[config.mk]
export PLATFORM = sky130hd
export DESIGN_NAME = sorted_priority_queue_core
export DESIGN_NICKNAME = d
export VERILOG_FILES = /design/src/hw/rtl/spq_pkg.sv /design/src/hw/rtl/sorted_priority_queue_core.sv /design/src/hw/rtl/spq_ram.sv /design/src/hw/rtl/spq_ctrl.sv
export SDC_FILE = /design/constraint.sdc
export NUM_CORES = 1
export LEC_CHECK = 0
export BUFFER_PORTS_ARGS = -buffer_cell sky130_fd_sc_hd__buf_2
export CAP_MARGIN = 30
export CORE_MARGIN = 2
export CORE_UTILIZATION = 40
export CTS_BUF_LIST = sky130_fd_sc_hd__clkbuf_8
export DETAILED_ROUTE_END_ITERATION = 7
export PLACE_DENSITY = 0.63
export SLEW_MARGIN = 20
export SYNTH_ARGS = -nofsm -noshare
export SYNTH_HDL_FRONTEND = slang
export SYNTH_HIERARCHICAL = 1
export SYNTH_SLANG_ARGS = --single-unit
[constraint.sdc]
create_clock -name clk -period 4.77 [get_ports clk]
set_input_delay 0.7155 -clock clk [delete_from_list [all_inputs] [get_ports clk]]
set_output_delay 0.7155 -clock clk [all_outputs]
set_load 0.1 [all_outputs]
[src/hw/rtl/spq_pkg.sv]
package spq_pkg;

	localparam int DEPTH  = 16;
	localparam int ADDR_W = (DEPTH > 1) ? $clog2(DEPTH) : 1;
	localparam int CNT_W  = $clog2(DEPTH + 1);
	localparam int OCC_W  = 5;
	localparam int ID_W   = 16;
	localparam int KEY_W  = 8;

	typedef enum logic {
		MODE_INSERT  = 1'b0,
		MODE_EXTRACT = 1'b1
	} mode_t;

	typedef enum logic [1:0] {
		STAT_INSERTED  = 2'd0,
		STAT_EXTRACTED = 2'd1,
		STAT_EMPTY     = 2'd2,
		STAT_FULL      = 2'd3
	} status_t;

	typedef enum logic [1:0] {
		ST_IDLE,
		ST_SHIFT,
		ST_PLACE,
		ST_EXTRACT
	} state_t;

	typedef struct packed {
		logic [KEY_W-1:0] key;
		logic [ID_W-1:0]  id;
	} entry_t;

	typedef struct packed {
		logic              we;
		logic [ADDR_W-1:0] waddr;
		entry_t            wdata;
		logic              re;
		logic [ADDR_W-1:0] raddr;
	} mem_req_t;

endpackage

[src/hw/rtl/sorted_priority_queue_core.sv]
// sorted priority queue in one memory, descending key order, one transaction at a time
// extract: tail read when accepted, finished in ST_EXTRACT; empty queue, full queue or
// insert into an empty queue: finished when accepted; other inserts: ST_SHIFT moves each
// held entry with a smaller key up one place, then writes the new entry, or ST_PLACE puts it
// at the head; done is registered, lasts one cycle and cannot be stalled; busy is low then, so
// the next start is taken at the edge that ends it; arst_n clears state and count, not memory
module sorted_priority_queue_core
	import spq_pkg::*;
(
	input  logic             clk,
	input  logic             arst_n,
	input  logic             start,
	output logic             busy,
	input  logic             mode,
	input  logic [ID_W-1:0]  item_id,
	input  logic [KEY_W-1:0] days,
	output logic             done,
	output logic [1:0]       status,
	output logic [ID_W-1:0]  out_id,
	output logic [KEY_W-1:0] out_days,
	output logic [OCC_W-1:0] occupancy
);

	mem_req_t req;
	entry_t   rdata;

	spq_ctrl u_ctrl (
		.clk       (clk),
		.arst_n    (arst_n),
		.start     (start),
		.mode      (mode),
		.item_id   (item_id),
		.days      (days),
		.busy      (busy),
		.done      (done),
		.status    (status),
		.out_id    (out_id),
		.out_days  (out_days),
		.occupancy (occupancy),
		.req       (req),
		.rdata     (rdata)
	);

	spq_ram u_ram (
		.clk   (clk),
		.req   (req),
		.rdata (rdata)
	);

endmodule

[src/hw/rtl/spq_ram.sv]
module spq_ram
	import spq_pkg::*;
(
	input  logic     clk,
	input  mem_req_t req,
	output entry_t   rdata
);

	entry_t mem [DEPTH];
	entry_t rdata_q;

	always_ff @(posedge clk) begin
		if (req.we) begin
			mem[req.waddr] <= req.wdata;
		end
		if (req.re) begin
			rdata_q <= mem[req.raddr];
		end
	end

	assign rdata = rdata_q;

endmodule

[src/hw/rtl/spq_ctrl.sv]
module spq_ctrl
	import spq_pkg::*;
(
	input  logic             clk,
	input  logic             arst_n,
	input  logic             start,
	input  logic             mode,
	input  logic [ID_W-1:0]  item_id,
	input  logic [KEY_W-1:0] days,
	output logic             busy,
	output logic             done,
	output logic [1:0]       status,
	output logic [ID_W-1:0]  out_id,
	output logic [KEY_W-1:0] out_days,
	output logic [OCC_W-1:0] occupancy,
	output mem_req_t         req,
	input  entry_t           rdata
);

	state_t            state_q, state_d;
	logic [ADDR_W-1:0] idx_q, idx_d;
	logic [CNT_W-1:0]  cnt_q, cnt_d;
	entry_t            new_q;
	logic              load_new;
	logic              accept;
	logic              fin;
	status_t           res_status;
	entry_t            res_ent;
	logic              done_q;
	status_t           status_q;
	entry_t            out_q;
	logic [OCC_W-1:0]  occ_q;
	logic              full, empty;

	assign busy   = (state_q != ST_IDLE);
	assign accept = start && !busy;
	assign full   = (cnt_q >= CNT_W'(DEPTH));
	assign empty  = (cnt_q == '0);

	// next state
	always_comb begin
		state_d = state_q;
		case (state_q)
			ST_IDLE: begin
				if (accept && !empty) begin
					if (mode == MODE_EXTRACT) begin
						state_d = ST_EXTRACT;
					end else if (!full) begin
						state_d = ST_SHIFT;
					end
				end
			end
			ST_SHIFT: begin
				if (rdata.key >= new_q.key) begin
					state_d = ST_IDLE;
				end else if (idx_q == '0) begin
					state_d = ST_PLACE;
				end
			end
			ST_PLACE:   state_d = ST_IDLE;
			ST_EXTRACT: state_d = ST_IDLE;
			default:    state_d = ST_IDLE;
		endcase
	end

	// memory requests and results
	always_comb begin
		req        = '0;
		fin        = 1'b0;
		res_status = STAT_INSERTED;
		res_ent    = '0;
		cnt_d      = cnt_q;
		idx_d      = idx_q;
		load_new   = 1'b0;
		case (state_q)
			ST_IDLE: begin
				if (accept) begin
					if (mode == MODE_INSERT) begin
						load_new = 1'b1;
						if (full) begin
							fin        = 1'b1;
							res_status = STAT_FULL;
						end else if (empty) begin
							req.we    = 1'b1;
							req.waddr = '0;
							req.wdata = '{key: days, id: item_id};
							cnt_d     = cnt_q + 1'b1;
							fin       = 1'b1;
						end else begin
							// walk from the tail towards the head
							req.re    = 1'b1;
							req.raddr = ADDR_W'(cnt_q - 1'b1);
							idx_d     = ADDR_W'(cnt_q - 1'b1);
						end
					end else begin
						if (empty) begin
							fin        = 1'b1;
							res_status = STAT_EMPTY;
						end else begin
							req.re    = 1'b1;
							req.raddr = ADDR_W'(cnt_q - 1'b1);
						end
					end
				end
			end
			ST_SHIFT: begin
				req.we    = 1'b1;
				req.waddr = idx_q + 1'b1;
				if (rdata.key >= new_q.key) begin
					req.wdata = new_q;
					cnt_d     = cnt_q + 1'b1;
					fin       = 1'b1;
				end else begin
					// smaller key moves up one place, never the address read next
					req.wdata = rdata;
					if (idx_q != '0) begin
						req.re    = 1'b1;
						req.raddr = idx_q - 1'b1;
						idx_d     = idx_q - 1'b1;
					end
				end
			end
			ST_PLACE: begin
				req.we    = 1'b1;
				req.waddr = '0;
				req.wdata = new_q;
				cnt_d     = cnt_q + 1'b1;
				fin       = 1'b1;
			end
			ST_EXTRACT: begin
				cnt_d      = cnt_q - 1'b1;
				fin        = 1'b1;
				res_status = STAT_EXTRACTED;
				res_ent    = rdata;
			end
			default: ;
		endcase
	end

	always_ff @(posedge clk or negedge arst_n) begin
		if (!arst_n) begin
			state_q <= ST_IDLE;
			cnt_q   <= '0;
			done_q  <= 1'b0;
		end else begin
			state_q <= state_d;
			cnt_q   <= cnt_d;
			done_q  <= fin;
		end
	end

	always_ff @(posedge clk) begin
		idx_q <= idx_d;
		if (load_new) begin
			new_q <= '{key: days, id: item_id};
		end
		if (fin) begin
			status_q <= res_status;
			out_q    <= res_ent;
			occ_q    <= OCC_W'(cnt_d);
		end
	end

	assign done      = done_q;
	assign status    = status_q;
	assign out_id    = out_q.id;
	assign out_days  = out_q.key;
	assign occupancy = occ_q;

endmodule

After elaboration in Yosys (flattened, before gate mapping). Memory sizes are Yosys's and may differ from the RTL's. A register that Yosys moved wholly into a read port is not among the register bits. Cells that the tools add are included. W data, S select, Z words.

Flip-flop bits (word level): 67. Bits in latches: 0. RAM bits: 384. ROM bits: 0. Input port bits: 28. Output and inout port bits: 33. Logic and storage cells: 88. Memories kept: 1.

Memory list: u_ram.mem (depth 16, width 24, read ports 1, clocked after memory_dff 1, write ports 1, RTL line spq_ram.sv:9) `entry_t mem [DEPTH];`.

$add $sub $neg: 4. $mul: 0. Div/mod/pow operators: 0. $lt $le $gt $ge: 2. Eq/ne operators: 12. Shift-type cells: 0. Muxes and demuxes: 46. Bitwise operators: 0. Reductions and logical operators: 13.

Operators by type and width (number): $pmux W29 S3 (1); $mux W34 (2); $mux W29 (2); $mux W5 (9); $mux W24 (1); $mux W4 (6); $pmux W5 S4 (1); $mux W2 (9); $mux W1 (10); $pmux W5 S2 (1); $ge A8 B8 Y1 (1); $ne A2 B2 Y1 const B (4); $pmux W4 S2 (1); $reduce_and A7 Y1 (1); $ne A2 B1 Y1 const B (3); $pmux W2 S3 (1); $add A5 B1 Y5 const B (1); $ge A5 B5 Y1 const B (1); $logic_not A5 Y1 (1); $sub A5 B1 Y5 const B (1); $add A4 B1 Y4 const B (1); $eq A2 B2 Y1 const B (2); $logic_not A4 Y1 (1); $pmux W2 S2 (1); other kinds (12) (15).

Longest topological paths before layout. Gate-level depths: netlist of run 1.

Word-level depth: 8. Depth in mapped cells: 14. Gate-level depth less buffers: 11.

By module. The synthesis of run 1 kept the hierarchy.

By module, submodules not included: spq_ram (times used 1, cells an instance 636, area an instance 15170.8 um^2, seq. area each 12251.8 um^2); spq_ctrl (times used 1, cells an instance 340, area an instance 3878.7 um^2, seq. area each 1971.9 um^2).

Worst setup path before layout of run 1. No wires, ideal clock.

Path type: flip-flop to flip-flop. From: reg u_ctrl.state_q[0]. To: mem u_ram/mem[0][0] (netlist bit), enable pin. Setup time: 0.435 ns. Arrival: 3.859 ns. Required time: 4.335 ns. Setup slack: 0.476 ns. Stages on the path, launching flop included: 11. Path buffers: 2. Period minus slack after synthesis: 4.294 ns. Cells stage by stage: dfrtp_1 -> inv_1 -> ha_1 -> clkbuf_1 -> nand2_1 -> nor3_4 -> buf_6 -> nor2_1 -> nor2_1 -> or3b_2 -> nor3_1.

RTL lines: from (decl) (RTL line spq_ctrl.sv:20) `state_t state_q, state_d;`; from (signal assigned) (RTL line spq_ctrl.sv:146) `state_q <= state_d;`; to (decl) (RTL line spq_ram.sv:9).

==> run_results.csv, run 1 <==
group,metric,value,unit
global_routing,grt_pass1_wl,66320,um
placement,gp_congestion,0.8054,
worst_setup_path,r2r_cells,10,
pwr,clkPwrFrac,20.1,%
pwr,p_seq_share,41.7,%
clock_network,cts_root_buf,"clkbuf_8",
synthesis,synth_edf_count,467,
global_routing,overflow,0,
clock_network,clk_latency,0.61,ns
synthesis,synth-main-ff-cell,"edfxtp_1",
drt,vias_per_cell,5.618,
drt,num_vias,9949,
pwr,combPwrFrac,38.2,%
run_status,status,"complete, no violations",
hold_path,hold_path_end,"u_ctrl/new_q[16]",
die,ios,61,
sta,rsz0062_at_grt,"false",
placement,port_buffers,60,
global_routing,antenna_found_initial,0,
worst_setup_path,critPathRequiredTime,5.22,ns
sta,fmax,0.2720,GHz
final_layout,final_nets,1158,
die,rows,79,
hold_path,worstHoldPathType,"in -> reg",
synthesis,syn_area,19050,um2
pwr,power.density,682.3,nW/um2
final_layout,layout_commonest_cell,"edfxtp_1",
final_layout,utilization,46.47,%
sta,period_needed,3.676,ns
synthesis,syn_inst,976,
synthesis,syn_area_per_cell,19.52,um2
global_routing,grt_max_degree,57,
global_routing,track_usage,18.39,%
drt,drc,0,
pwr,p_sw,0.005693,W
final_layout,n_fill_cell,3929,
worst_setup_path,cp-start-kind,"flop",
worst_setup_path,crit_path_end_kind,"flop",
die,dieArea,49390,um2
worst_setup_path,arrival,4.12,ns
die,fp.dieW,222.2,um
hold_path,min_from,"days[0]",
worst_setup_path,rr_startpoint,"u_ram/rdata[21]",
worst_setup_path,crit_fanout,15,
synthesis,synth_fp_nets,1023,
clock_network,cts_made_buffers,72,
flow_run,max_cap_violations,0,
pwr,swShare,38.40,%
sta,final.setup_skew,0.02294,ns
sta,setup-tns-final,0,ns
die,coreArea,46750,um2
sta,min_period_over_period,77.07,%
clock_network,cts_tree,"done",
drt,drt_first_pass_iters,5,
sta,worst_hold_slack,0.3038,ns
die,die_h,222.2,um
pwr,internal_power,0.009132,W
drt,wl_per_cell,25.18,um
clock_network,clkSinkCount,475,
synthesis,synth.distinct_cells,55,
sta,hold_viol,0,
drt,ant_nets,0,
final_layout,area_growth,14.06,%
clock_network,clk_path_buf_depth,3,
hold_path,min_path_cells,1,
synthesis,synth_seq_area_share,74.67,%
synthesis,synth_seq_cells,475,
synthesis,async_flop_share,1.684,%
synthesis,ys_warn_count,6,
global_routing,grt_pass1_vias,10206,
final_layout,antennaDiodeCount,0,
worst_setup_path,reg2reg_slack,1.09,ns
sta,maxSlewViolCount,0,
worst_setup_path,r2r-end,"u_ram/rdata[23]",
drt,totalWireLength,44590,um
final_layout,drive_above_1_share,31.44,%
pwr,power_leakage,7.140,nW
pwr,ir_drop,0.0002762,V
clock_network,cts.reportedPaths.clkPinSlew,0.06,ns
sta,worst_pin_slew,0.7413,ns
sta,slew_headroom,50.58,%
die,initial_core_util,40.74,%
worst_setup_path,crit_type,"reg -> reg",
placement,dpl.hpwl,25310,um
drt,drt_iter0_markers,943,
sta,finalSetupViolCount,0,
clock_network,htree_levels,3,
final_layout,layout_common_cells,"edfxtp_1 (467), mux4_2 (96), clkbuf_8 (74)",
-- kinds of logic after synthesis --
logic type	Yosys count	share of synthesized area, %
DFF	475	74.67
and+or+nand+nor	155	4.151
AOI/OAI and AO/OA	143	6.049
muxes	101	11.61
buffers and inverters	76	1.951
adders and majority gates	19	1.248
xor gates and xnor gates	7	0.3218
-- per-stage QoR --
step	cell area, um2	setup slack, ns	cells	power (W)
6_report	21730	1.094	1771	0.01483
5_1_grt	21730	0.8696	1771	0.01552
4_1_cts	21700	1.090	1769	0.01490
3_5_place_dp	20430	1.116	1641	0.01191
3_3_place_gp	20420	1.160	1640	0.01183
2_1_floorplan	19050	0.4759	976	0.01029
-- power groups by stage --
stage / clock network (W) / registers, W / logic (W)
after floorplan: 0 / 0.00719 / 0.00310
after global placement: 0 / 0.00625 / 0.00558
after detailed placement: 0 / 0.00627 / 0.00564
after CTS: 0.00305 / 0.00619 / 0.00566
after global routing: 0.00325 / 0.00623 / 0.00604
final: 0.00297 / 0.00618 / 0.00567
-- flip-flops by register name, summed over array words and instances, names as in the netlist --
signal	count
u_ram/mem	384
u_ctrl/new_q	24
u_ram/rdata	24
u_ctrl/out_id	16
u_ctrl/out_days	8
u_ctrl/cnt_q	5
u_ctrl/occupancy	5
u_ctrl/idx_q	4
u_ctrl/state_q	2
u_ctrl/status	2
u_ctrl/done	1
-- how the worst max path moves through the flow --
stage,from,slack [ns],end
floorplan,u_ctrl/state_q[0],0.48,u_ram/mem[0][0]
global placement,u_ram/rdata[21],1.16,u_ram/rdata[23]
detailed placement,u_ram/rdata[21],1.12,u_ram/rdata[23]
CTS,u_ram/rdata[21],1.09,u_ram/rdata[23]
global route,u_ram/rdata[21],0.87,u_ram/rdata[13]
finish,u_ram/rdata[21],1.09,u_ram/rdata[23]
-- metal layers --
metal | share of wire, % | GRT usage (%)
met1 | 42 | 24.92
met5 | 0 | 0
met3 | 7.2 | 3.531
met2 | 49 | 29.99
met4 | 2.0 | 6.212
-- cell usage after synthesis (all sizes together), types with 2 or more instances --
cell type  number  area share (%)
nand3          29            0.76
a21oi          30            0.95
buf            25            0.95
nand3b          2           0.079
ha             19             1.2
mux2i           5            0.26
edfxtp        467              74
or3b            2           0.092
nand2b          5            0.16
o211ai          2            0.11
xnor2           6            0.28
clkbuf         28            0.55
nand4           2           0.066
o21ai          12            0.32
nor3           11            0.35
o21a            3            0.12
a22oi          76             3.5
a211o           2           0.092
nand2          40            0.81
a211oi          4            0.21
mux4           96              11
dfrtp           8             1.1
and2           24            0.79
or2             2           0.079
nor2b           4            0.13
inv            23            0.45
nor2           30            0.67
nor3b           2           0.079
o22ai           4            0.13
-- worst max-delay path, stage by stage, from the launching register on --
cell and delay (ns):
edfxtp_1 0.42, ha_1 0.35, a211oi_2 0.26, o21ai_1 0.17, a211oi_4 0.28, nand2_2 0.19, o22ai_1 0.44, and2_1 0.68
buf_4 0.44, a22oi_1 0.11, nand2_1 0.15
-- layout make-up --
class | count | area, um2 | share of cell area, %
Clock buffer | 74 | 1018 | 4.687
Sequential cell | 475 | 14220 | 65.46
Timing Repair Buffer | 114 | 768.2 | 3.536
Tap cell | 607 | 759.5 | 3.495
Inverter | 23 | 86.33 | 0.3973
Clock inverter | 53 | 245.2 | 1.129
Multi-Input combinational cell | 425 | 4627 | 21.29
-- timing repair --
action                                 CTS  global route
buffers inserted                         0             0
hold buffers                             1             0
resized for setup                        0             0
endpoints found under the hold margin    8             0
Power figures use the tool's default switching activity.
==> run 2: changes to the inputs <==
- clock period: 4.77 -> 3.75 ns (I/O delays scaled with it)
==> run_results.csv, run 2 (synthesis gave the netlist of run 1 again) <==
group,metric,value,unit
drt,totalWireLength,44650,um
pwr,power_leakage,7.380,nW
drt,drt_iter0_markers,1008,
global_routing,overflow,0,
worst_setup_path,r2r-end,"u_ram/rdata[23]",
sta,finalSetupViolCount,0,
global_routing,grt_busiest_layer,"met2",
final_layout,antennaDiodeCount,0,
drt,ant_nets,0,
worst_setup_path,crit_path_end_kind,"flop",
pwr,ir_drop,0.0005076,V
sta,min_period_over_period,97.66,%
die,coreArea,46750,um2
clock_network,cts_root_buf,"clkbuf_8",
final_layout,multi_input_area,4649,um2
worst_setup_path,critPathRequiredTime,4.10,ns
clock_network,cts_tree,"done",
die,initial_core_util,40.74,%
worst_setup_path,arrival,4.01,ns
worst_setup_path,r2r_cells,11,
sta,maxSlewViolCount,0,
placement,dp_slack,0.02591,ns
drt,drt_first_pass_iters,5,
worst_setup_path,crit_fanout,14,
final_layout,ff_latch_area,14220,um2
die,die_h,222.2,um
worst_setup_path,crit_type,"reg -> reg",
global_routing,use_met2,29.84,%
final_layout,stdcell_count,1810,
worst_setup_path,cpPeakStageDelay,0.52,ns
clock_network,clk_latency,0.65,ns
placement,gp_congestion,0.8093,
final_layout,drive_above_1_share,33.33,%
clock_network,cts_made_buffers,76,
global_routing,track_usage,18.28,%
sta,layout_setup_ws,0.08760,ns
worst_setup_path,rr_startpoint,"u_ram/rdata[21]",
placement,dpl.hpwl,27230,um
global_routing,grtUsageMet3,3.570,%
hold_path,hold_path_end,"u_ctrl/new_q[16]",
clock_network,clk_path_buf_depth,3,
run_status,status,"complete, no violations",
global_routing,grt_pass1_wl,66050,um
die,fp.dieW,222.2,um
final_layout,n_fill_cell,3845,
worst_setup_path,crit_chain,"ha_1 > a211oi_4 > o21ai_1 > a211oi_4 > nand2_4 > o21ai_4 > buf_12 > buf_12 > mux4_2 > a22oi_1 > nand2_1",
hold_path,worstHoldPathType,"in -> reg",
sta,setup-tns-final,0,ns
die,ios,61,
sta,fmax,0.2730,GHz
sta,final.setup_skew,0.03134,ns
drt,num_vias,10009,
pwr,power.density,879.3,nW/um2
worst_setup_path,crit_buf_inv,2,
global_routing,antenna_found_initial,2,
drt,vias_per_cell,5.530,
worst_setup_path,cpLargestDelayFamily,"compound AO/OA/AOI/OAI gates",
global_routing,grt_pass1_vias,10372,
global_routing,globalRouteMet1Util,24.26,%
hold_path,min_path_cells,1,
die,rows,79,
hold_path,min_from,"days[0]",
sta,period_needed,3.662,ns
placement,port_buffers,60,
final_layout,top_register,"u_ram/mem",
final_layout,final_nets,1197,
placement,post-place-cells,1674,
flow_run,max_cap_violations,0,
global_routing,grt_max_degree,47,
clock_network,htree_levels,3,
sta,worst_pin_slew,0.6920,ns
drt,wl_per_cell,24.67,um
drt,drc,0,
worst_setup_path,crit_slowest_cell,"mux4_2",
final_layout,largest_register_ffs,384,
final_layout,area_growth,16.87,%
clock_network,clkSinkCount,475,
sta,slew_headroom,53.86,%
sta,hold_viol,0,
die,dieArea,49390,um2
final_layout,layout_commonest_cell,"edfxtp_1",
final_layout,layout_common_cells,"edfxtp_1 (467), mux4_2 (96), clkbuf_8 (78)",
worst_setup_path,reg2reg_slack,0.09,ns
worst_setup_path,cp-start-kind,"flop",
clock_network,cts.reportedPaths.clkPinSlew,0.06,ns
-- run 2: cell types whose count changed in the layout (fill, tap and decap cells not counted), moves of 2 or more --
cell and change:
clkbuf_8 +4, bufinv_16 +2, nor3_4 +4, buf_12 +9, a21oi_1 +4, buf_4 +25, inv_1 -2, clkbuf_16 +2
clkinvlp_4 +2, nor3_2 -4, clkinv_1 +2, a21oi_2 -4
-- run 2: power breakdown --
group / internal [W] / switching (W) / total [W]
Clock: 0.00206 / 0.00196 / 0.00402
Combinational: 0.00261 / 0.00508 / 0.00768
Sequential: 0.00751 / 0.000356 / 0.00787
-- run 2: how the worst max path moves through the flow --
| stage | start | end | slack, ns | cells past startpoint |
|---|---|---|---|---|
| floorplan | u_ctrl/state_q[0] | u_ram/mem[1][0] | 0.11 | 10 |
| global placement | u_ram/rdata[21] | u_ram/rdata[23] | 0.02 | 11 |
| detailed placement | u_ram/rdata[21] | u_ram/rdata[23] | 0.03 | 11 |
| CTS | u_ram/rdata[21] | u_ram/rdata[23] | 0.0005 | 11 |
| global route | u_ram/rdata[21] | u_ram/rdata[23] | -0.008 | 11 |
| finish | u_ram/rdata[21] | u_ram/rdata[23] | 0.09 | 11 |
-- run 2: stage by stage --
stage | utilization [%] | hold WS [ns] | area, um2 | power (W)
final | 47.62 | 0.1135 | 22260 | 0.01958
after global routing | 47.62 | 0.08894 | 22260 | 0.02044
after CTS | 47.45 | 0.06124 | 22190 | 0.01961
after detailed placement | 44.53 | 0.4279 | 20820 | 0.01558
after global placement | 44.50 | 0.4239 | 20810 | 0.01543
after floorplan | - | 0.2669 | 19070 | 0.01309
-- run 2: layout make-up --
type                       count  area share (%)
timing repair buffer         149           5.339
tap                          607           3.411
inverter                      23          0.3878
multi-input combinational    425           20.88
clock buffer                  78           4.822
clock inverter                53           1.265
sequential                   475           63.89
-- run 2: what timing repair did --
| item | 4_1_cts | 5_1_grt |
|---|---|---|
| hold endpoints to repair | 8 | 0 |
| setup endpoints to repair | 0 | 8 |
| setup buffers | 0 | 2 |
| hold buffers | 1 | 0 |
| gates resized for setup | 0 | 2 |
-- run 2: per-layer routing --
metal	vias to the layer above	share of wire, %
met1	5184	42
met5	-	0
met3	70	6.8
met2	412	49
met4	0	2.6
li1	4343	-
-- run 2: worst register-to-register path: stages (launching register included) --
cell and delay [ns]:
edfxtp_1 0.47, ha_1 0.39, a211oi_4 0.27, o21ai_1 0.17, a211oi_4 0.29, nand2_4 0.14
o21ai_4 0.27, buf_12 0.22, buf_12 0.21, mux4_2 0.52, a22oi_1 0.20, nand2_1 0.21
==> run 3: changes to the inputs <==
- RECOVER_POWER: unset -> 50
==> run_results.csv, run 3 (synthesis gave the netlist of run 1 again) <==
group,metric,value,unit
run_status,status,"complete, no violations",
drt,num_vias,10003,
final_layout,final_nets,1197,
pwr,p_sw,0.007335,W
sta,fmax,0.2744,GHz
pwr,ir_drop,0.0005068,V
placement,port_buffers,60,
final_layout,drive_above_1_share,26.10,%
worst_setup_path,crit_path_end_kind,"flop",
drt,ant_nets,0,
sta,period_needed,3.644,ns
worst_setup_path,cpLargestDelayFamily,"compound AO/OA/AOI/OAI gates",
die,initial_core_util,40.74,%
final_layout,top_register,"u_ram/mem",
drt,drc,0,
clock_network,clk_path_buf_depth,3,
sta,finalSetupViolCount,0,
die,rows,79,
drt,drt_first_pass_iters,5,
drt,vias_per_cell,5.527,
global_routing,track_usage,18.28,%
drt,routed-wl-met2,21840,um
pwr,power_leakage,7.129,nW
pwr,combPwrFrac,38.5,%
clock_network,clkSinkCount,475,
worst_setup_path,arrival,3.99,ns
global_routing,grt_pass1_vias,10372,
clock_network,clk_latency,0.65,ns
die,fp.dieW,222.2,um
final_layout,area_growth,15.29,%
pwr,swShare,37.91,%
final_layout,largest_register_ffs,384,
worst_setup_path,cpPeakStageDelay,0.52,ns
clock_network,htree_levels,3,
worst_setup_path,crit_slowest_cell,"mux4_2",
flow_run,max_cap_violations,0,
drt,totalWireLength,44680,um
clock_network,cts_root_buf,"clkbuf_8",
global_routing,grt_max_degree,47,
pwr,clkPwrFrac,20.8,%
clock_network,cts.reportedPaths.clkPinSlew,0.06,ns
die,dieArea,49390,um2
placement,dpl.hpwl,27230,um
placement,gp_congestion,0.8093,
global_routing,overflow,0,
sta,hold_viol,0,
placement,dp_slack,0.02591,ns
worst_setup_path,crit_buf_inv,2,
hold_path,worstHoldPathType,"in -> reg",
sta,worst_pin_slew,1.256,ns
die,ios,61,
clock_network,cts_made_buffers,76,
worst_setup_path,crit_chain,"ha_1 > a211oi_4 > o21ai_1 > a211oi_4 > nand2_4 > o21ai_4 > buf_12 > buf_12 > mux4_2 > a22oi_1 > nand2_1",
worst_setup_path,cp-start-kind,"flop",
pwr,power.density,881.0,nW/um2
sta,worst_hold_slack,0.1184,ns
worst_setup_path,crit_type,"reg -> reg",
die,coreArea,46750,um2
drt,dr_wl_met3,2971,um
sta,slew_headroom,16.27,%
sta,final.setup_skew,0.03066,ns
clock_network,cts_tree,"done",
pwr,internal_power,0.01201,W
worst_setup_path,critPathRequiredTime,4.10,ns
die,die_h,222.2,um
worst_setup_path,crit_fanout,14,
pwr,p_seq_share,40.7,%
sta,min_period_over_period,97.17,%
final_layout,layout_commonest_cell,"edfxtp_1",
sta,maxSlewViolCount,0,
drt,wl_met1,18780,um
global_routing,antenna_found_initial,2,
global_routing,grt_pass1_wl,66050,um
drt,top_layer,"met4",
final_layout,layout_common_cells,"edfxtp_1 (467), mux4_2 (96), clkbuf_8 (78)",
drt,wl_per_cell,24.68,um
final_layout,utilization,46.97,%
drt,drt_iter0_markers,1051,
final_layout,antennaDiodeCount,0,
sta,layout_setup_ws,0.1060,ns
run 3: cell types whose count changed in the layout (fill, tap and decap cells not counted), sizes merged:
cell    previous run  this run
clkbuf            80       169
buf              146        57
run 3: worst register-to-register path, cell delays in order (launching register included):
cell and delay [ns]:
edfxtp_1 0.47, ha_1 0.39, a211oi_4 0.27, o21ai_1 0.17
a211oi_4 0.29, nand2_4 0.14, o21ai_4 0.27, buf_12 0.22
buf_12 0.20, mux4_2 0.52, a22oi_1 0.20, nand2_1 0.21
run 3: worst paths after layout:
| check | start | to | slack, ns | cells after the start |
|---|---|---|---|---|
| max reg2reg | u_ram/rdata[21] | u_ram/rdata[23] | 0.11 | 11 |
| max | u_ram/rdata[21] | u_ram/rdata[23] | 0.11 | 11 |
| min in group asynchronous | arst_n | u_ctrl/cnt_q[2] | 0.39 | 2 |
| min | days[2] | u_ctrl/new_q[18] | 0.12 | 1 |
| min reg2reg | u_ram/rdata[4] | u_ctrl/out_id[4] | 0.56 | 1 |
| max in group asynchronous | arst_n | u_ctrl/done | 3.02 | 2 |
run 3: repair_timing:
action | in CTS | in global routing
endpoints found under the setup margin | 0 | 8
buffers inserted | 0 | 2
resized for setup | 0 | 2
hold buffers | 1 | 0
hold endpoints to repair | 8 | 0
run 3: per-stage QoR:
step                cells     TNS, ns  area, um2  power, W
floorplan             976           0      19070   0.01309
global placement     1673           0      20810   0.01543
detailed placement   1674           0      20820   0.01558
CTS                  1806           0      22190   0.01961
global route         1810  -0.0001403      21960   0.02021
finish               1810           0      21960   0.01935
run 3: final cells by class:
class	instances	area [um2]
fill	3909	24790
sequential	475	14220
multi-input combinational	425	4527
clock buffer	78	1074
timing repair buffer	149	1011
tap	607	759.5
clock inverter	53	281.5
inverter	23	86.33
run 3: per-layer routing:
metal  up-vias  GRT usage, %
li1       4345             -
met1      5214         24.26
met2       379         29.84
met3        65         3.570
met4         0         7.302
met5         -             0
run 3: power by group through the flow:
| stage | Sequential, W | Combinational (W) | Clock [W] |
|---|---|---|---|
| 2_1_floorplan | 0.00914 | 0.00395 | 0 |
| 3_3_place_gp | 0.00796 | 0.00747 | 0 |
| 3_5_place_dp | 0.00798 | 0.00760 | 0 |
| 4_1_cts | 0.00787 | 0.00762 | 0.00412 |
| 5_1_grt | 0.00794 | 0.00792 | 0.00435 |
| 6_report | 0.00788 | 0.00745 | 0.00402 |
